### src/hw/rtl/hfe_pkg.sv
`timescale 1ns / 1ps
// ----------------------------------------------------------------------------
// hfe_pkg
// Types, constants and helpers shared by the frame encoder modules.
// ----------------------------------------------------------------------------
package hfe_pkg;

  localparam logic [7:0]  FLAG_BYTE   = 8'h7E;
  localparam logic [7:0]  ESC_BYTE    = 8'h7D;
  localparam logic [7:0]  ESC_XOR     = 8'h20;
  localparam logic [15:0] CRC_POLY    = 16'h1021;
  localparam logic [15:0] CONST_CHECK = 16'hD00B;

  localparam logic [1:0] MODE_CONST = 2'd0;
  localparam logic [1:0] MODE_CRC   = 2'd1;
  localparam logic [1:0] MODE_SUM   = 2'd2;

  // one queued job: a frame start or one payload byte
  typedef struct packed {
    logic        is_start;
    logic        close;     // check and closing flag follow this job
    logic [15:0] w0;        // command, or payload byte in the low bits
    logic [15:0] w1;        // payload length
  } job_t;

  typedef enum logic [3:0] {
    SL_FLAG,
    SL_CMD_HI,
    SL_CMD_LO,
    SL_LEN_HI,
    SL_LEN_LO,
    SL_DATA,
    SL_CALC1,
    SL_CALC2,
    SL_CHK_HI,
    SL_CHK_LO,
    SL_END
  } slot_t;

  // crc-16, msb first, one byte
  function automatic logic [15:0] crc_byte(input logic [15:0] crc_in, input logic [7:0] b);
    logic [15:0] c;
    c = crc_in ^ {b, 8'h00};
    for (int i = 0; i < 8; i++) begin
      c = c[15] ? ({c[14:0], 1'b0} ^ CRC_POLY) : {c[14:0], 1'b0};
    end
    return c;
  endfunction

endpackage

### src/hw/rtl/hdlc_frame_encoder_crc16_top.sv
`timescale 1ns / 1ps
// ----------------------------------------------------------------------------
// hdlc_frame_encoder_crc16_top
// Byte-stuffed frame encoder with selectable 16-bit check.
//
//   channel   dir  handshake               payload
//   s_axis    in   s_axis_tvalid/tready    tdata {data_byte, length, command}, tuser opcode
//   m_axis    out  m_axis_tvalid/tready    tdata out_byte, tlast frame_end
//   cfg       in   cfg_we                  cfg_wdata check_mode
//
// The output moves one byte per cycle unless m_axis_tready stalls it, no job is queued or the
// check is being calculated; a payload request yields one byte, two when its byte is escaped.
// A frame start yields five to nine bytes, and a closing frame adds three to five bytes.
// Requests are taken while the job queue (QUEUE_DEPTH entries) has room.
// Reset (rst, synchronous) empties the queue and drops any open frame.
// ----------------------------------------------------------------------------
module hdlc_frame_encoder_crc16_top import hfe_pkg::*; #(
  parameter int QUEUE_DEPTH = 4
) (
  input  logic        clk,
  input  logic        rst,
  input  logic        s_axis_tvalid,
  output logic        s_axis_tready,
  input  logic [39:0] s_axis_tdata,  // command[15:0], payload_length[31:16], data_byte[39:32]
  input  logic        s_axis_tuser,  // opcode
  output logic        m_axis_tvalid,
  input  logic        m_axis_tready,
  output logic [7:0]  m_axis_tdata,  // out_byte[7:0]
  output logic        m_axis_tlast,
  input  logic        cfg_we,
  input  logic [1:0]  cfg_wdata
);

  logic [1:0] check_mode;
  logic       q_full;
  logic       push;
  job_t       push_job;
  logic       pop;
  logic       head_valid;
  job_t       head;

  always_ff @(posedge clk) begin
    if (rst) begin
      check_mode <= MODE_CONST;
    end else if (cfg_we) begin
      check_mode <= cfg_wdata;
    end
  end

  hfe_front u_front (
    .clk        (clk),
    .rst        (rst),
    .in_valid   (s_axis_tvalid),
    .in_ready   (s_axis_tready),
    .in_opcode  (s_axis_tuser),
    .in_command (s_axis_tdata[15:0]),
    .in_length  (s_axis_tdata[31:16]),
    .in_byte    (s_axis_tdata[39:32]),
    .q_full     (q_full),
    .push       (push),
    .push_job   (push_job)
  );

  hfe_queue #(
    .DEPTH (QUEUE_DEPTH)
  ) u_queue (
    .clk        (clk),
    .rst        (rst),
    .push       (push),
    .push_job   (push_job),
    .full       (q_full),
    .pop        (pop),
    .head_valid (head_valid),
    .head       (head)
  );

  hfe_back u_back (
    .clk        (clk),
    .rst        (rst),
    .check_mode (check_mode),
    .head_valid (head_valid),
    .head       (head),
    .pop        (pop),
    .out_valid  (m_axis_tvalid),
    .out_ready  (m_axis_tready),
    .out_byte   (m_axis_tdata),
    .out_end    (m_axis_tlast)
  );

endmodule

### src/hw/rtl/hfe_front.sv
`timescale 1ns / 1ps
// ----------------------------------------------------------------------------
// hfe_front
// Accepts requests, tracks the open frame and turns requests into jobs.
// ----------------------------------------------------------------------------
module hfe_front import hfe_pkg::*; (
  input  logic        clk,
  input  logic        rst,
  input  logic        in_valid,
  output logic        in_ready,
  input  logic        in_opcode,
  input  logic [15:0] in_command,
  input  logic [15:0] in_length,
  input  logic [7:0]  in_byte,
  input  logic        q_full,
  output logic        push,
  output job_t        push_job
);

  logic        frame_open;
  logic        frame_open_next;
  logic [15:0] remaining;
  logic [15:0] remaining_next;
  logic        accept;

  assign in_ready = !q_full;
  assign accept   = in_valid && in_ready;

  always_comb begin
    frame_open_next = frame_open;
    remaining_next  = remaining;
    push            = 1'b0;
    push_job.is_start = !in_opcode;
    push_job.w1       = in_length;
    push_job.w0       = in_opcode ? {8'h00, in_byte} : in_command;
    push_job.close    = 1'b0;
    if (accept) begin
      if (!in_opcode) begin
        push            = 1'b1;
        push_job.close  = (in_length == 16'd0);
        frame_open_next = (in_length != 16'd0);
        remaining_next  = in_length;
      end else if (frame_open) begin
        // payload with no frame open is dropped
        push            = 1'b1;
        push_job.close  = (remaining == 16'd1);
        frame_open_next = (remaining != 16'd1);
        remaining_next  = remaining - 16'd1;
      end
    end
  end

  always_ff @(posedge clk) begin
    if (rst) begin
      frame_open <= 1'b0;
      remaining  <= 16'd0;
    end else begin
      frame_open <= frame_open_next;
      remaining  <= remaining_next;
    end
  end

endmodule

### src/hw/rtl/hfe_queue.sv
`timescale 1ns / 1ps
// ----------------------------------------------------------------------------
// hfe_queue
// Short job queue between the front and back parts.
// ----------------------------------------------------------------------------
module hfe_queue import hfe_pkg::*; #(
  parameter int DEPTH = 4
) (
  input  logic clk,
  input  logic rst,
  input  logic push,
  input  job_t push_job,
  output logic full,
  input  logic pop,
  output logic head_valid,
  output job_t head
);

  localparam int PW = (DEPTH > 1) ? $clog2(DEPTH) : 1;
  localparam int CW = $clog2(DEPTH + 1);
  localparam logic [PW-1:0] LAST_PTR = PW'(DEPTH - 1);

  job_t          mem [DEPTH];
  logic [PW-1:0] wr_ptr;
  logic [PW-1:0] rd_ptr;
  logic [CW-1:0] count;

  assign full       = (count == CW'(DEPTH));
  assign head_valid = (count != '0);
  assign head       = mem[rd_ptr];

  always_ff @(posedge clk) begin
    if (push) begin
      mem[wr_ptr] <= push_job;
    end
  end

  always_ff @(posedge clk) begin
    if (rst) begin
      wr_ptr <= '0;
      rd_ptr <= '0;
      count  <= '0;
    end else begin
      if (push) begin
        wr_ptr <= (wr_ptr == LAST_PTR) ? '0 : wr_ptr + PW'(1);
      end
      if (pop) begin
        rd_ptr <= (rd_ptr == LAST_PTR) ? '0 : rd_ptr + PW'(1);
      end
      unique case ({push, pop})
        2'b10:   count <= count + CW'(1);
        2'b01:   count <= count - CW'(1);
        default: count <= count;
      endcase
    end
  end

endmodule

### src/hw/rtl/hfe_back.sv
`timescale 1ns / 1ps
// ----------------------------------------------------------------------------
// hfe_back
// Walks each job byte by byte, escapes, runs the checks and drives the output.
// ----------------------------------------------------------------------------
module hfe_back import hfe_pkg::*; (
  input  logic       clk,
  input  logic       rst,
  input  logic [1:0] check_mode,
  input  logic       head_valid,
  input  job_t       head,
  output logic       pop,
  output logic       out_valid,
  input  logic       out_ready,
  output logic [7:0] out_byte,
  output logic       out_end
);

  logic        active, active_next;
  slot_t       slot, slot_next, slot_cur, slot_adv;
  logic        esc_pending, esc_pending_next;
  logic [15:0] crc, crc_next;
  logic [31:0] sum, sum_next;
  logic [7:0]  held, held_next;
  logic        odd, odd_next;
  logic [31:0] wsum;
  logic [15:0] chk;
  logic        out_valid_next;
  logic [7:0]  out_byte_next;
  logic        out_end_next;

  logic        is_calc, step, advance, needs_esc, esc_able, is_body;
  logic [7:0]  raw;
  logic [16:0] fold;
  logic [15:0] fsum;

  // word-sum finish, one 17-bit fold and one 16-bit add
  assign fold = {1'b0, wsum[31:16]} + {1'b0, wsum[15:0]};
  assign fsum = ~(fold[15:0] + {15'd0, fold[16]});

  always_comb begin
    slot_cur = active ? slot : (head.is_start ? SL_FLAG : SL_DATA);
    is_calc  = (slot_cur == SL_CALC1) || (slot_cur == SL_CALC2);
    step     = head_valid && (is_calc || !out_valid || out_ready);

    unique case (slot_cur)
      SL_CMD_HI: raw = head.w0[15:8];
      SL_CMD_LO: raw = head.w0[7:0];
      SL_LEN_HI: raw = head.w1[15:8];
      SL_LEN_LO: raw = head.w1[7:0];
      SL_DATA:   raw = head.w0[7:0];
      SL_CHK_HI: raw = chk[15:8];
      SL_CHK_LO: raw = chk[7:0];
      default:   raw = FLAG_BYTE;
    endcase

    is_body   = (slot_cur == SL_CMD_HI) || (slot_cur == SL_CMD_LO) ||
                (slot_cur == SL_LEN_HI) || (slot_cur == SL_LEN_LO) ||
                (slot_cur == SL_DATA);
    esc_able  = is_body || (slot_cur == SL_CHK_HI) || (slot_cur == SL_CHK_LO);
    needs_esc = esc_able && ((raw == ESC_BYTE) || (raw == FLAG_BYTE));
    advance   = step && (is_calc || esc_pending || !needs_esc);

    unique case (slot_cur)
      SL_FLAG:   slot_adv = SL_CMD_HI;
      SL_CMD_HI: slot_adv = SL_CMD_LO;
      SL_CMD_LO: slot_adv = SL_LEN_HI;
      SL_LEN_HI: slot_adv = SL_LEN_LO;
      SL_LEN_LO: slot_adv = SL_CALC1;
      SL_DATA:   slot_adv = SL_CALC1;
      SL_CALC1:  slot_adv = SL_CALC2;
      SL_CALC2:  slot_adv = SL_CHK_HI;
      SL_CHK_HI: slot_adv = SL_CHK_LO;
      SL_CHK_LO: slot_adv = SL_END;
      default:   slot_adv = SL_END;
    endcase

    active_next = active;
    slot_next   = slot;
    pop         = 1'b0;
    if (advance) begin
      if ((slot_cur == SL_END) ||
          (((slot_cur == SL_LEN_LO) || (slot_cur == SL_DATA)) && !head.close)) begin
        pop         = 1'b1;
        active_next = 1'b0;
      end else begin
        active_next = 1'b1;
        slot_next   = slot_adv;
      end
    end else if (step) begin
      // first half of an escape pair
      active_next = 1'b1;
      slot_next   = slot_cur;
    end

    esc_pending_next = esc_pending;
    out_valid_next   = out_valid && !out_ready;
    out_byte_next    = out_byte;
    out_end_next     = out_end;
    if (step && !is_calc) begin
      esc_pending_next = esc_pending ? 1'b0 : needs_esc;
      out_valid_next   = 1'b1;
      out_end_next     = (slot_cur == SL_END);
      if (esc_pending) begin
        out_byte_next = raw ^ ESC_XOR;
      end else if (needs_esc) begin
        out_byte_next = ESC_BYTE;
      end else begin
        out_byte_next = raw;
      end
    end

    crc_next  = crc;
    sum_next  = sum;
    held_next = held;
    odd_next  = odd;
    if (step && (slot_cur == SL_FLAG)) begin
      crc_next  = 16'd0;
      sum_next  = 32'd0;
      held_next = 8'd0;
      odd_next  = 1'b0;
    end else if (step && is_body && !esc_pending) begin
      crc_next = crc_byte(crc, raw);
      if (odd) begin
        sum_next = sum + {16'd0, raw, held};
        odd_next = 1'b0;
      end else begin
        held_next = raw;
        odd_next  = 1'b1;
      end
    end
  end

  always_ff @(posedge clk) begin
    if (rst) begin
      active      <= 1'b0;
      slot        <= SL_FLAG;
      esc_pending <= 1'b0;
      out_valid   <= 1'b0;
      crc         <= 16'd0;
      sum         <= 32'd0;
      held        <= 8'd0;
      odd         <= 1'b0;
    end else begin
      active      <= active_next;
      slot        <= slot_next;
      esc_pending <= esc_pending_next;
      out_valid   <= out_valid_next;
      crc         <= crc_next;
      sum         <= sum_next;
      held        <= held_next;
      odd         <= odd_next;
    end
  end

  always_ff @(posedge clk) begin
    out_byte <= out_byte_next;
    out_end  <= out_end_next;
    if (step && (slot_cur == SL_CALC1)) begin
      wsum <= sum + (odd ? {24'd0, held} : 32'd0);
    end
    if (step && (slot_cur == SL_CALC2)) begin
      unique case (check_mode)
        MODE_CRC: chk <= crc;
        MODE_SUM: chk <= {fsum[7:0], fsum[15:8]};
        default:  chk <= CONST_CHECK;
      endcase
    end
  end

endmodule

### config.mk
export PLATFORM = sky130hd
export DESIGN_NAME = hdlc_frame_encoder_crc16_top
export DESIGN_NICKNAME = d
export VERILOG_FILES = /design/src/hw/rtl/hfe_pkg.sv /design/src/hw/rtl/hdlc_frame_encoder_crc16_top.sv /design/src/hw/rtl/hfe_front.sv /design/src/hw/rtl/hfe_queue.sv /design/src/hw/rtl/hfe_back.sv
export SDC_FILE = /design/constraint.sdc
export NUM_CORES = 1
export LEC_CHECK = 0
export BUFFER_PORTS_ARGS = -buffer_cell sky130_fd_sc_hd__buf_4
export CAP_MARGIN = 40
export CORE_UTILIZATION = 45
export CTS_BUF_LIST = sky130_fd_sc_hd__clkbuf_4
export CTS_CLUSTER_SIZE = 28
export DETAILED_ROUTE_END_ITERATION = 8
export GPL_ROUTABILITY_DRIVEN = 1
export GPL_TIMING_DRIVEN = 0
export RECOVER_POWER = 100
export SYNTH_ARGS = -nofsm -noshare
export SYNTH_HDL_FRONTEND = slang
export SYNTH_HIERARCHICAL = 1
export SYNTH_SLANG_ARGS = --single-unit
export TNS_END_PERCENT = 1
### constraint.sdc
create_clock -name clk -period 7.45 [get_ports clk]
set_input_delay 0.3725 -clock clk [delete_from_list [all_inputs] [get_ports clk]]
set_output_delay 0.3725 -clock clk [all_outputs]
set_load 0.005 [all_outputs]
**Word-level counts from Yosys, hierarchy flattened**

Memory sizes are Yosys's and may differ from the RTL's. A register that Yosys moved wholly into a read port is not among the register bits.
Cells that the tools add are included.

- $add $sub $neg: 9
- Reduce and logical (&&, ||, !) cells: 46
- Bitwise operators: 12
- Multiplexer cells: 44
- Eq/ne operators: 23

Operators with widths:

| operator | number |
|---|---|
| $mux W13 | 8 |
| $mux W16 | 3 |
| $pmux W8 S6 | 1 |
| $add A32 B16 Y32 | 1 |
| $add A32 B32 Y32 | 1 |
| $pmux W16 S2 | 1 |
| $mux W8 | 3 |
| $not A3 Y3 | 8 |
| $mux W1 | 18 |
| $add A16 B16 Y17 | 1 |
| $add A16 B1 Y16 | 1 |
| $eq A16 B1 Y1 const B | 1 |
| $eq A4 B3 Y1 const B | 4 |
| $eq A8 B7 Y1 const B | 2 |
| $logic_not A16 Y1 | 1 |
| $mux W4 | 4 |
| $ne A16 B1 Y1 const B | 1 |
| $not A16 Y16 | 1 |
| $reduce_bool A16 Y1 | 1 |
| $sub A16 B1 Y16 const B | 1 |
| $xor A16 B16 Y16 | 1 |
| $logic_or A1 B1 Y1 | 14 |
| $eq A4 B4 Y1 const B | 3 |
| $logic_and A1 B1 Y1 | 12 |
| 20 further kinds | 42 |

- Memories kept: 2
- Memory bits (read-only): 64
- Input port bits: 48
- RAM bits: 136
- Output and inout port bits: 11
- Logic and storage cells: 154
- Register bits after elaboration: 147

Memories:

| memory | words | width | rd ports | clocked after Yosys merged registers in | wr ports | RTL line | RTL |
|---|---|---|---|---|---|---|---|
| u_queue.mem | 4 | 34 | 1 | 1 | 1 | hfe_queue.sv:23 | `job_t mem [DEPTH];` |
| (no name shown) | 16 | 4 | 1 | 0 | 0 | hfe_back.sv:64 | `unique case (slot_cur)` |

**Longest topological paths before layout**

Gate-level depths: netlist of the first run.

- Word-level depth: 22
- Gate-level depth with buffers: 24
- Depth with buffers taken out: 19

**Cells and area by module**

Netlist of the first run, hierarchy kept.

By module, submodules not included:

| module | cells an instance | instances | sequential area each (sq um) | area an instance (sq um) |
|---|---|---|---|---|
| hfe_back | 939 | 1 | 2,992.9 | 8,558.2 |
| hfe_queue | 226 | 1 | 4,264.1 | 5,403.9 |
| hfe_front | 184 | 1 | 340.3 | 1,455.1 |
| hdlc_frame_encoder_crc16_top | 6 | 1 | 40.0 | 67.6 |

**Worst setup path after synthesis of the first run**

Ideal clock, no wire load.

- Kind: flip-flop to flip-flop
- Start point: reg with a tool-made name
- End point: reg u_back.sum[28]
- Data required time: 7.378 ns
- Clock period less this slack: 5.311 ns
- Setup time: 0.072 ns
- Arrival: 5.239 ns
- Path buffers: 5
- Stages on the path, launching flop included: 24
- Slack: 2.139 ns
- Path through: dfxtp_1 -> buf_6 -> buf_12 -> mux4_2 -> nor2b_1 -> buf_2 -> a21oi_1 -> inv_1 -> ha_1 -> mux2i_1 -> o22ai_1 -> buf_6 -> a222oi_1 -> and2_1 -> buf_4 -> inv_1 -> ha_1 -> a21o_1 -> a21oi_1 -> nor3b_1 -> a211oi_1 -> o211ai_2 -> a2111oi_0 -> mux2i_1

RTL lines:

| what | RTL line | RTL |
|---|---|---|
| to (signal assigned) | hfe_back.sv:150 | `sum <= sum_next;` |
| to (decl) | hfe_back.sv:23 | `logic [31:0] sum, sum_next;` |

==> impl_results.md, run 1 <==
* Cells along the critical path: clkbuf_1, buf_2, mux4_2, nor2b_1, clkbuf_1, a21oi_1, inv_1, ha_1, clkbuf_1, a21boi_0, a222oi_1, nand2_1, nor3_1, nand4b_4, nand2_1, nor2_1, ha_1, inv_1, fa_1, xor2_1, or3_1, a21oi_1
* Port bufs at 58
* Initial core utilization at 0.459
* Share of final-layout standard cells stronger than drive strength 1 at 0.159
* Largest driver fanout on the critical path at 10
* Worst hold-check path type: in2reg
* Setup-failing EPs final at 0
* Clock tree from TritonCTS: done
* Library cell occupying the most area in the post-synthesis netlist: edfxtp_1
* Number of cell rows at 67
* Routability congestion estimate from global placement at 0.877
* Final Hold Slack at 0.0813 ns
* Max-cap violations at 4
* Number of levels the H-tree was split into at 3
* Insertion delay to the later sink of the worst-skew pair at 0.70 ns
* Detailed-placement wirelength estimate at 28,300 um
* Type of element capturing the critical path: register
* Unrepaired setup endpoints after global routing: no
* Sequential area share after synthesis at 0.493
* Core utilization of the finished layout at 0.526
* Highest ir drop seen on vdd at 0.000124 V
* Area contributors post-synth: edfxtp_1 (37%), dfxtp_1 (12%), ha_1 (4.7%)
* Die span in y at 188 um
* Fraction of synthesized cell area taken by the top area cell type at 0.374
* Total CTS buffers at 79
* Number of global-route vias before repair at 11,200
* Area enclosed by the die boundary at 35,200 sq um
* Transition time of the tightest slew-check pin at 2.47 ns
* Initial antenna violation count at 2
* Required time of the critical path at 8.07 ns
* Relative max-transition margin at -0.653
* Count of final hold-check violations at 0
* Count of flip-flops with a built-in enable after synthesis at 193
* CP Class: reg2reg
* Status: finished, violations left
* Arrival time worst endpoint at 7.50 ns
* Wire per inst at 19.0 um
* Overall track demand over capacity in global routing at 0.224
* Clock Path Buffers at 3
* Average size of a mapped cell at 11.4 sq um
* GR Overflow Total at 0
* Accumulated negative setup slack at 0 ns
* Post-synthesis cell count at 1,355
* Power density normalized to cell area at 275 nW/um^2
* Ratio of routed vias to standard cells at 5.58
* Lkg Pwr at 6.59 nW
* Remaining antenna violation count after routing at 0
* Filler instances at 3,069
* Critical path startpoint category: register
* Clock Root Buffer: clkbuf_4
* Final cycle utilization of the critical path at 0.924
* Max stage delay on crit path at 0.70 ns
* Core footprint at 33,700 sq um
* Netlist area before placement at 15,500 sq um
* Via count at 11,500
* Global-route wire length before repair at 61,100 um
* Most instantiated flip-flop cell in the synthesis netlist: edfxtp_1
* First-pass DRT Iterations at 8
* Most frequent cell on the critical path: clkbuf_1
* Largest net degree at the start of global routing at 33
* Crit path time final at 6.88 ns
* Clock transition at the registers of the reported paths at 0.06 ns
* Standard cell with the maximum stage delay on the critical path: a222oi_1
* Cell variety after synth at 107
* Net count after synthesis at 1,465
* Setup skew after layout at 0.0328 ns
* Total Wirelength at 38,900 um
* Highest clock frequency the design can meet at 145 MHz
* DRC violation total after the first TritonRoute iteration at 877
* Die extent in x at 188 um
* Synth-to-Final Area Change at 14.5%
* Worst-case register-to-register setup slack at 0.57 ns
* Failing checks: capacitance limit, slew limit
* Number of clock sinks at 285
* Post-layout net count at 1,649
* Count of pins on the block boundary at 59
* Number of remaining DRC errors at 0
* Count of state elements after synthesis at 285
* Number of warning messages in the yosys log at 6
* Async set or reset register ratio after synthesis at 0
* Final Max Slew Viols at 111
worst max-delay path: cells and delay by family, from the launching register on:
| family | cells | cell delay [ns] |
|---|---|---|
| buf+inv | 6 | 1.50 |
| simple gates | 7 | 2.14 |
| mux | 1 | 0.44 |
| compound gates | 4 | 1.64 |
| flops | 1 | 0.30 |
| fa+ha+maj | 3 | 0.68 |
| xor+xnor | 1 | 0.07 |
layer usage:
| metal | global-route usage | vias to the layer above | part of all wire |
|---|---|---|---|
| met1 | 0.326 | 5489 | 0.48 |
| met2 | 0.336 | 350 | 0.44 |
| met5 | 0 | - | 0 |
| met4 | 0.0707 | 0 | 0.019 |
| met3 | 0.0427 | 57 | 0.069 |
| li1 | - | 5563 | - |
area by class of cell:
class                      instances  area [sq um]  area share
antenna                            2          5.00    0.000282
inverter                          52           195      0.0110
timing repair buffer             103           774      0.0437
sequential                       285          7640       0.431
multi-input combinational        936          7110       0.401
clock buffer                     117           878      0.0495
clock inverter                    27           151     0.00854
tap                              448           561      0.0316
buffer                            82           425      0.0240
flip-flops by register name, summed over array words and instances, names as in the netlist, 2 cells and up, named ones only:
signal / count
u_queue/mem: 136
u_back/sum: 32
u_back/wsum: 32
u_back/chk: 16
u_back/crc: 16
u_front/remaining: 16
u_back/held: 8
u_back/out_byte: 8
u_back/slot: 4
u_queue/count: 3
check_mode: 2
u_queue/rd_ptr: 2
u_queue/wr_ptr: 2
metrics by stage:
stage	area [sq um]	setup WS (ns)	power (mW)	std cells
6_report	17700	0.566	4.88	2052
5_1_grt	17700	0.142	5.16	2052
4_1_cts	18000	0.705	4.96	2050
3_5_place_dp	16600	0.736	3.50	1868
3_3_place_gp	16500	0.813	3.47	1861
2_1_floorplan	15500	2.14	3.04	1355
synthesized netlist by cell type (16+ instances only):
| cell type | n |
|---|---|
| clkbuf_1 | 28 |
| nand2_1 | 94 |
| mux2i_1 | 27 |
| a21oi_1 | 73 |
| o211ai_1 | 21 |
| nand3_1 | 26 |
| o21ai_0 | 35 |
| inv_1 | 52 |
| edfxtp_1 | 193 |
| nor2_1 | 88 |
| ha_1 | 58 |
| xor2_1 | 35 |
| dfxtp_1 | 92 |
| mux4_2 | 30 |
| nand4_1 | 16 |
| xnor2_1 | 35 |
| nand2b_1 | 26 |
| buf_4 | 18 |
| nor3_1 | 29 |
| nor2b_1 | 26 |
| a211oi_1 | 27 |
| buf_2 | 18 |
where the power goes:
| group | switching [mW] | internal, mW | total, mW | leakage, nW |
|---|---|---|---|---|
| Combinational | 0.908 | 0.603 | 1.51 | 3.41 |
| Clock | 0.664 | 0.760 | 1.42 | 0.602 |
| Sequential | 0.111 | 1.83 | 1.94 | 2.58 |
worst paths after layout:
check,from,end,cells after the start
max reg2reg,register,u_queue/count[2]$_SDFFE_PP0P_,22
min,s_axis_tdata[35],u_queue/mem[1][19]$_DFFE_PP_,2
max,register,u_queue/count[2]$_SDFFE_PP0P_,22
min reg2reg,u_front/remaining[6]$_SDFFE_PP0P_,u_front/remaining[6]$_SDFFE_PP0P_,2
cell usage in the layout, fill, tap and decap left out, drive strengths merged, types with 8 or more instances in the layout:
cell type,synthesis,routed
nor2,88,88
buf,50,54
clkbuf,31,209
nand2b,26,26
xnor2,40,40
xor2,37,37
nor3b,12,12
nor3,31,31
and2,15,15
a211oi,30,30
a22oi,10,10
or3,15,15
edfxtp,193,193
dfxtp,92,92
mux4,34,34
nor4,15,15
clkinv,0,21
mux2i,27,27
dlygate4sd3,0,38
nand4,16,16
nand3b,9,9
o21ai,46,46
inv,52,54
a222oi,8,8
nand3,26,26
and3,13,13
o31ai,8,8
mux2,9,9
nor2b,26,26
ha,58,58
o21a,9,9
nand2,96,96
o211ai,22,22
a221o,8,8
a21oi,73,73
a21o,13,13
kinds of logic after synthesis:
kind of cell,after synthesis,synth area share
and+or+nand+nor,422,0.147
AOI/OAI and AO/OA,304,0.138
adders and majority gates,62,0.0520
muxes,70,0.0744
DFF,285,0.493
buffers and inverters,134,0.0455
xor gates and xnor gates,78,0.0491
timing repair:
item                       CTS  global route
buffers inserted             0             0
resized for setup            0             0
hold endpoints to repair   109             0
setup endpoints to repair    0             0
hold buffers                38             0
No activity file was read; power rests on OpenSTA's default activity.
==> run 2, diff against run 1 <==
--- a/config.mk
+++ b/config.mk
@@ -14,6 +14,7 @@
 export GPL_ROUTABILITY_DRIVEN = 1
 export GPL_TIMING_DRIVEN = 0
 export RECOVER_POWER = 100
+export REMOVE_ABC_BUFFERS = 1
 export SYNTH_ARGS = -nofsm -noshare
 export SYNTH_HDL_FRONTEND = slang
 export SYNTH_HIERARCHICAL = 1
==> impl_results.md, run 2 (synthesis results as in run 1) <==
* Status: finished, violations left (unchanged)
* Failing checks: capacitance limit, slew limit (unchanged)
* Required time of the critical path at 8.07 ns (about the same)
* GR Overflow Total at 0 (unchanged)
* Core utilization of the finished layout at 0.517 (was 0.526)
* Crit path time final at 6.83 ns (was 6.88 ns)
* Setup skew after layout at 0.0275 ns (was 0.0328 ns)
* Buffer and inverter count on the worst path at 2 (was 6)
* Biggest regs: u_queue/mem x136, u_back/sum x32, u_back/wsum x32 (unchanged)
* Largest net degree at the start of global routing at 40 (was 33)
* Total Wirelength at 37,200 um (was 38,900 um)
* Remaining antenna violation count after routing at 0 (unchanged)
* Critical path startpoint category: register (unchanged)
* Register bank with the most flops: u_queue/mem (unchanged)
* Total CTS buffers at 77 (was 79)
* Critical path's top delay family: compound AO/OA/AOI/OAI gates (was simple AND/OR/NAND/NOR gates)
* Unrepaired setup endpoints after global routing: no (unchanged)
* Count of pins on the block boundary at 59 (unchanged)
* Overall track demand over capacity in global routing at 0.214 (was 0.224)
* First-pass DRT Iterations at 5 (was 8)
* Number of cells on the worst hold path at 2 (unchanged)
* Worst hold-check path type: in2reg (unchanged)
* Final Hold Slack at 0.0979 ns (was 0.0813 ns)
* Relative max-transition margin at -0.348 (was -0.653)
* Type of element capturing the critical path: register (unchanged)
* Cells along the critical path: mux4_2, nor2b_1, a21oi_1, inv_1, ha_1, mux2i_1, o22ai_1, a222oi_1, and2_1, inv_1, ha_1, a21o_1, a21oi_1, nor3b_1, a211oi_1, o211ai_2, a2111oi_0, mux2i_1 (was clkbuf_1, buf_2, mux4_2, nor2b_1, clkbuf_1, a21oi_1, inv_1, ha_1, clkbuf_1, a21boi_0, a222oi_1, nand2_1, nor3_1, nand4b_4, nand2_1, nor2_1, ha_1, inv_1, fa_1, xor2_1, or3_1, a21oi_1)
* Port bufs at 58 (unchanged)
* Overall power at 4.83 mW (was 4.88 mW)
* Worst-case register-to-register setup slack at 0.62 ns (was 0.57 ns)
* Accumulated negative setup slack at 0 ns (unchanged)
* Ratio of routed vias to standard cells at 5.71 (was 5.58)
* Setup-failing EPs final at 0 (unchanged)
* Synth-to-Final Area Change at 12.5% (was 14.5%)
* Clock Path Buffers at 3 (unchanged)
* Arrival time worst endpoint at 7.45 ns (was 7.50 ns)
* Insertion delay to the later sink of the worst-skew pair at 0.71 ns (was 0.70 ns)
* Area enclosed by the die boundary at 35,200 sq um (unchanged)
* Worst r2r path cells at 18 (was 22)
* Setup Fix Bufs, Post-CTS at 0 (unchanged)
* Max stage delay on crit path at 0.72 ns (was 0.70 ns)
* Most used cells in the layout excluding fill and tap cells: edfxtp_1 (193), clkbuf_4 (130), nand2_1 (96) (was edfxtp_1 (193), clkbuf_4 (127), nand2_1 (96))
* Post-layout net count at 1,569 (was 1,649)
* Share of final-layout standard cells stronger than drive strength 1 at 0.160 (was 0.159)
* Power density normalized to cell area at 278 nW/um^2 (was 275 nW/um^2)
* Most frequent standard cell in the layout excluding fill and tap cells: edfxtp_1 (unchanged)
* Initial antenna violation count at 1 (was 2)
* Final cycle utilization of the critical path at 0.917 (was 0.924)
* Clock Root Buffer: clkbuf_4 (unchanged)
* End point of the most critical hold path: u_queue/mem[1][24]$_DFFE_PP_ (was u_queue/mem[1][19]$_DFFE_PP_)
* Number of remaining DRC errors at 0 (unchanged)
* Core footprint at 33,700 sq um (unchanged)
* Clock tree from TritonCTS: done (unchanged)
* Die extent in x at 188 um (unchanged)
* Standard cell with the maximum stage delay on the critical path: dfxtp_2 (was a222oi_1)
* Max-cap violations at 7 (was 4)
* Largest driver fanout on the critical path at 16 (was 10)
* Final Max Slew Viols at 215 (was 111)
* DRC violation total after the first TritonRoute iteration at 634 (was 877)
* Lkg Pwr at 6.43 nW (was 6.59 nW)
* Flip-flop count of the largest register after layout at 136 (unchanged)
* Source of the worst hold timing path: s_axis_tdata[8] (was s_axis_tdata[35])
* Die span in y at 188 um (unchanged)
* Number of global-route vias before repair at 11,100 (was 11,200)
* Clock transition at the registers of the reported paths at 0.06 ns (about the same)
* Count of final hold-check violations at 0 (unchanged)
* Highest clock frequency the design can meet at 146 MHz (was 145 MHz)
* Wire per inst at 18.8 um (was 19.0 um)
* Initial core utilization at 0.459 (unchanged)
* Routability congestion estimate from global placement at 0.848 (was 0.877)
* Via count at 11,300 (was 11,500)
* Global-route wire length before repair at 59,200 um (was 61,100 um)
* Number of clock sinks at 285 (unchanged)
* Area of all placed cells without fillers at 17,400 sq um (was 17,700 sq um)
* Number of levels the H-tree was split into at 3 (unchanged)
* CP Class: reg2reg (unchanged)
* Instance area after placement at 16,200 sq um (was 16,600 sq um)
* Capturing point of the worst reg2reg path: u_back/sum[26]$_SDFFE_PP0P_ (was u_queue/count[2]$_SDFFE_PP0P_)
* Transition time of the tightest slew-check pin at 2.02 ns (was 2.47 ns)
* Highest ir drop seen on vdd at 0.000253 V (was 0.000124 V)
* Number of cell rows at 67 (unchanged)
* Detailed-placement wirelength estimate at 25,400 um (was 28,300 um)
==> run 2: worst max-delay path by stage <==
stage | cells after the start | end | slack (ns) | from
after floorplan | 13 | u_back/crc[7]$_SDFFE_PP0P_ | 0.86 | register
after global placement | 11 | u_back/sum[28]$_SDFFE_PP0P_ | -1.66 | register
after detailed placement | 17 | u_back/sum[28]$_SDFFE_PP0P_ | 0.57 | register
after CTS | 17 | u_back/sum[28]$_SDFFE_PP0P_ | 0.53 | register
after global routing | 18 | u_back/sum[28]$_SDFFE_PP0P_ | 0.08 | register
final | 18 | u_back/sum[26]$_SDFFE_PP0P_ | 0.62 | register
==> run 2: timing repair <==
action	4_1_cts	5_1_grt
endpoints found under the hold margin	103	0
endpoints found under the setup margin	0	1
gates resized for setup	0	1
hold buffers	37	0
==> run 2: cell type report <==
type | instances | area [sq um]
sequential | 285 | 7640
inverter | 52 | 195
clock buffer | 120 | 901
fill | 3043 | 16300
antenna | 1 | 2.50
timing repair buffer | 107 | 843
tap | 448 | 561
multi-input combinational | 936 | 7090
clock inverter | 24 | 176
==> run 2: routing by layer <==
layer,global-route usage,vias up,routed length [um]
met5,0,-,0
met1,0.277,5525,16200
met4,0.0838,0,1050
li1,-,5385,-
met2,0.357,289,18200
met3,0.0371,72,1740
==> run 2: worst reg2reg max path, cell delays in order (launching register included) <==
cell and delay [ns]:
dfxtp_2 0.72, mux4_2 0.69, nor2b_1 0.31, a21oi_1 0.56, inv_1 0.14, ha_1 0.34, mux2i_1 0.18, o22ai_1 0.16
a222oi_1 0.66, and2_1 0.44, inv_1 0.14, ha_1 0.38, a21o_1 0.14, a21oi_1 0.14, nor3b_1 0.19, a211oi_1 0.47
o211ai_2 0.29, a2111oi_0 0.56, mux2i_1 0.24
==> run 2: where the power goes <==
part	switching (mW)	leakage (nW)	total (mW)	internal, mW
clock	0.676	0.636	1.49	0.815
combinational	0.809	3.21	1.38	0.570
sequential	0.133	2.58	1.96	1.83
total	1.62	6.43	4.83	3.22
==> run 2: through the flow <==
step	std cells	setup WS (ns)
6_report	1973	0.622
3_3_place_gp	1779	-1.66
5_1_grt	1973	0.0814
3_5_place_dp	1791	0.568
4_1_cts	1972	0.531
2_1_floorplan	1273	0.860
==> run 3, diff against run 2 <==
--- a/config.mk
+++ b/config.mk
@@ -13,6 +13,7 @@
 export DETAILED_ROUTE_END_ITERATION = 8
 export GPL_ROUTABILITY_DRIVEN = 1
 export GPL_TIMING_DRIVEN = 0
+export PLACE_DENSITY = 0.68
 export RECOVER_POWER = 100
 export REMOVE_ABC_BUFFERS = 1
 export SYNTH_ARGS = -nofsm -noshare
==> impl_results.md, run 3 (synthesis results as in run 1) <==
* CP Class: reg2reg (unchanged)
* Cells along the critical path: mux4_2, nor2b_1, a21oi_1, inv_1, ha_1, and4b_1, a222oi_1, and2_0, nand2_1, ha_1, or2_2, a21oi_1, a211oi_1, o211ai_2, a2111oi_0, mux2i_1 (was mux4_2, nor2b_1, a21oi_1, inv_1, ha_1, mux2i_1, o22ai_1, a222oi_1, and2_1, inv_1, ha_1, a21o_1, a21oi_1, nor3b_1, a211oi_1, o211ai_2, a2111oi_0, mux2i_1)
* Share of final-layout standard cells stronger than drive strength 1 at 0.160 (unchanged)
* Clock tree from TritonCTS: done (unchanged)
* Synth-to-Final Area Change at 12.4% (was 12.5%)
* Standard cell with the maximum stage delay on the critical path: dfxtp_2 (unchanged)
* Highest ir drop seen on vdd at 0.000122 V (was 0.000253 V)
* Worst slack, placed at 0.573 ns (was 0.568 ns)
* Remaining antenna violation count after routing at 0 (unchanged)
* Setup-failing EPs final at 0 (unchanged)
* Crit path time final at 6.75 ns (was 6.83 ns)
* Relative max-transition margin at -0.306 (was -0.348)
* Number of clock sinks at 285 (unchanged)
* Number of cell rows at 67 (unchanged)
* Clock transition at the registers of the reported paths at 0.06 ns (about the same)
* Arrival time worst endpoint at 7.37 ns (was 7.45 ns)
* Insertion delay to the later sink of the worst-skew pair at 0.73 ns (was 0.71 ns)
* Total Wirelength at 36,600 um (was 37,200 um)
* Transition time of the tightest slew-check pin at 1.96 ns (was 2.02 ns)
* Initial core utilization at 0.459 (unchanged)
* Unrepaired setup endpoints after global routing: no (unchanged)
* Max-cap violations at 7 (unchanged)
* Count of pins on the block boundary at 59 (unchanged)
* Post-cts gate resize count at 0 (unchanged)
* Register bank with the most flops: u_queue/mem (unchanged)
* Final worst-path setup slack at 0.700 ns (was 0.622 ns)
* Critical path startpoint category: register (unchanged)
* DRC violation total after the first TritonRoute iteration at 971 (was 634)
* Global-route wire length before repair at 58,700 um (was 59,200 um)
* Ratio of routed vias to standard cells at 5.71 (about the same)
* Number of remaining DRC errors at 0 (unchanged)
* Failing checks: capacitance limit, slew limit (unchanged)
* Detailed-placement wirelength estimate at 25,400 um (about the same)
* Initial antenna violation count at 1 (unchanged)
* Total CTS buffers at 78 (was 77)
* Max stage delay on crit path at 0.71 ns (was 0.72 ns)
* Number of global-route vias before repair at 11,000 (was 11,100)
* Core footprint at 33,700 sq um (unchanged)
* Clock Path Buffers at 3 (unchanged)
* Most frequent standard cell in the layout excluding fill and tap cells: edfxtp_1 (unchanged)
* Clock Root Buffer: clkbuf_4 (unchanged)
* Highest clock frequency the design can meet at 148 MHz (was 146 MHz)
* Power density normalized to cell area at 276 nW/um^2 (was 278 nW/um^2)
* Number of levels the H-tree was split into at 3 (unchanged)
* Type of element capturing the critical path: register (unchanged)
* Port bufs at 58 (unchanged)
* Via count at 11,300 (about the same)
* Biggest regs: u_queue/mem x136, u_back/sum x32, u_back/wsum x32 (unchanged)
* # placed instances at 1,791 (unchanged)
* Status: finished, violations left (unchanged)
* Die extent in x at 188 um (unchanged)
* Number of cells on the worst hold path at 3 (was 2)
* Die span in y at 188 um (unchanged)
* GR Overflow Total at 0 (unchanged)
* Worst r2r path cells at 16 (was 18)
* Post-layout net count at 1,569 (unchanged)
* Non-filler instance count after layout at 1,973 (unchanged)
* Final cycle utilization of the critical path at 0.906 (was 0.917)
* Largest net degree at the start of global routing at 40 (unchanged)
* Required time of the critical path at 8.07 ns (about the same)
* Routability congestion estimate from global placement at 0.915 (was 0.848)
* Largest driver fanout on the critical path at 16 (unchanged)
* Wire per inst at 18.5 um (was 18.8 um)
* Lkg Pwr at 6.42 nW (was 6.43 nW)
* Worst hold-check path type: in2reg (unchanged)
* Overall track demand over capacity in global routing at 0.211 (was 0.214)
* Area enclosed by the die boundary at 35,200 sq um (unchanged)
* Count of final hold-check violations at 0 (unchanged)
* Final Max Slew Viols at 207 (was 215)
* Flip-flop count of the largest register after layout at 136 (unchanged)
* Setup skew after layout at 0.0534 ns (was 0.0275 ns)
* First-pass DRT Iterations at 5 (unchanged)
* Most used cells in the layout excluding fill and tap cells: edfxtp_1 (193), clkbuf_4 (132), nand2_1 (95) (was edfxtp_1 (193), clkbuf_4 (130), nand2_1 (96))
==> run 3: final timing paths <==
path                                            startpoint                           to  slack [ns]
worst max register to register                    register  u_back/sum[28]$_SDFFE_PP0P_        0.70
worst min register to register  u_back/sum[5]$_SDFFE_PP0P_   u_back/sum[5]$_SDFFE_PP0P_        0.48
worst min-delay path                         m_axis_tready  u_back/out_valid$_SDFF_PP0_        0.06
worst max-delay path                              register  u_back/sum[28]$_SDFFE_PP0P_        0.70
==> run 3: metal layers <==
metal,global-route usage,wire length (um),vias to the layer above
li1,-,-,5409
met1,0.276,16000,5448
met2,0.347,17700,335
met3,0.0429,2000,67
met4,0.0738,909,0
met5,0,0,-
==> run 3: what timing repair did <==
action	CTS	global route
hold endpoints to repair	103	0
setup buffers	0	0
hold buffers	36	0
setup endpoints to repair	0	0
==> run 3: cell type report <==
type / instances / area (sq um)
inverter: 52 / 195
sequential: 285 / 7640
antenna: 1 / 2.50
clock buffer: 121 / 908
fill: 3028 / 16300
multi-input combinational: 936 / 7090
timing repair buffer: 106 / 837
tap: 448 / 561
clock inverter: 24 / 168
==> run 3: where the power goes <==
| part | internal (mW) | switching [mW] | leakage (nW) |
|---|---|---|---|
| Combinational | 0.569 | 0.787 | 3.21 |
| Clock | 0.817 | 0.662 | 0.632 |
| Sequential | 1.83 | 0.131 | 2.58 |
==> run 3: worst max-delay path: cells and delay by family (launching register included) <==
family,cells,cell delay (ns)
adder cells (fa/ha/maj),2,0.80
flip-flops,1,0.71
buffers and inverters,1,0.15
AO/OA/AOI/OAI,6,2.49
multiplexers,2,0.92
AND/OR/NAND/NOR,5,1.55
==> run 3: through the flow <==
stage	setup TNS (ns)	util	hold WS [ns]	area, sq um	power [mW]
after floorplan	0	-	0.442	15000	2.97
after global placement	-44.84	0.474	0.467	16000	3.32
after detailed placement	0	0.481	0.473	16200	3.37
after CTS	0	0.523	0.00995	17600	4.89
after global routing	0	0.516	-0.000763	17400	5.09
final	0	0.516	0.0588	17400	4.80
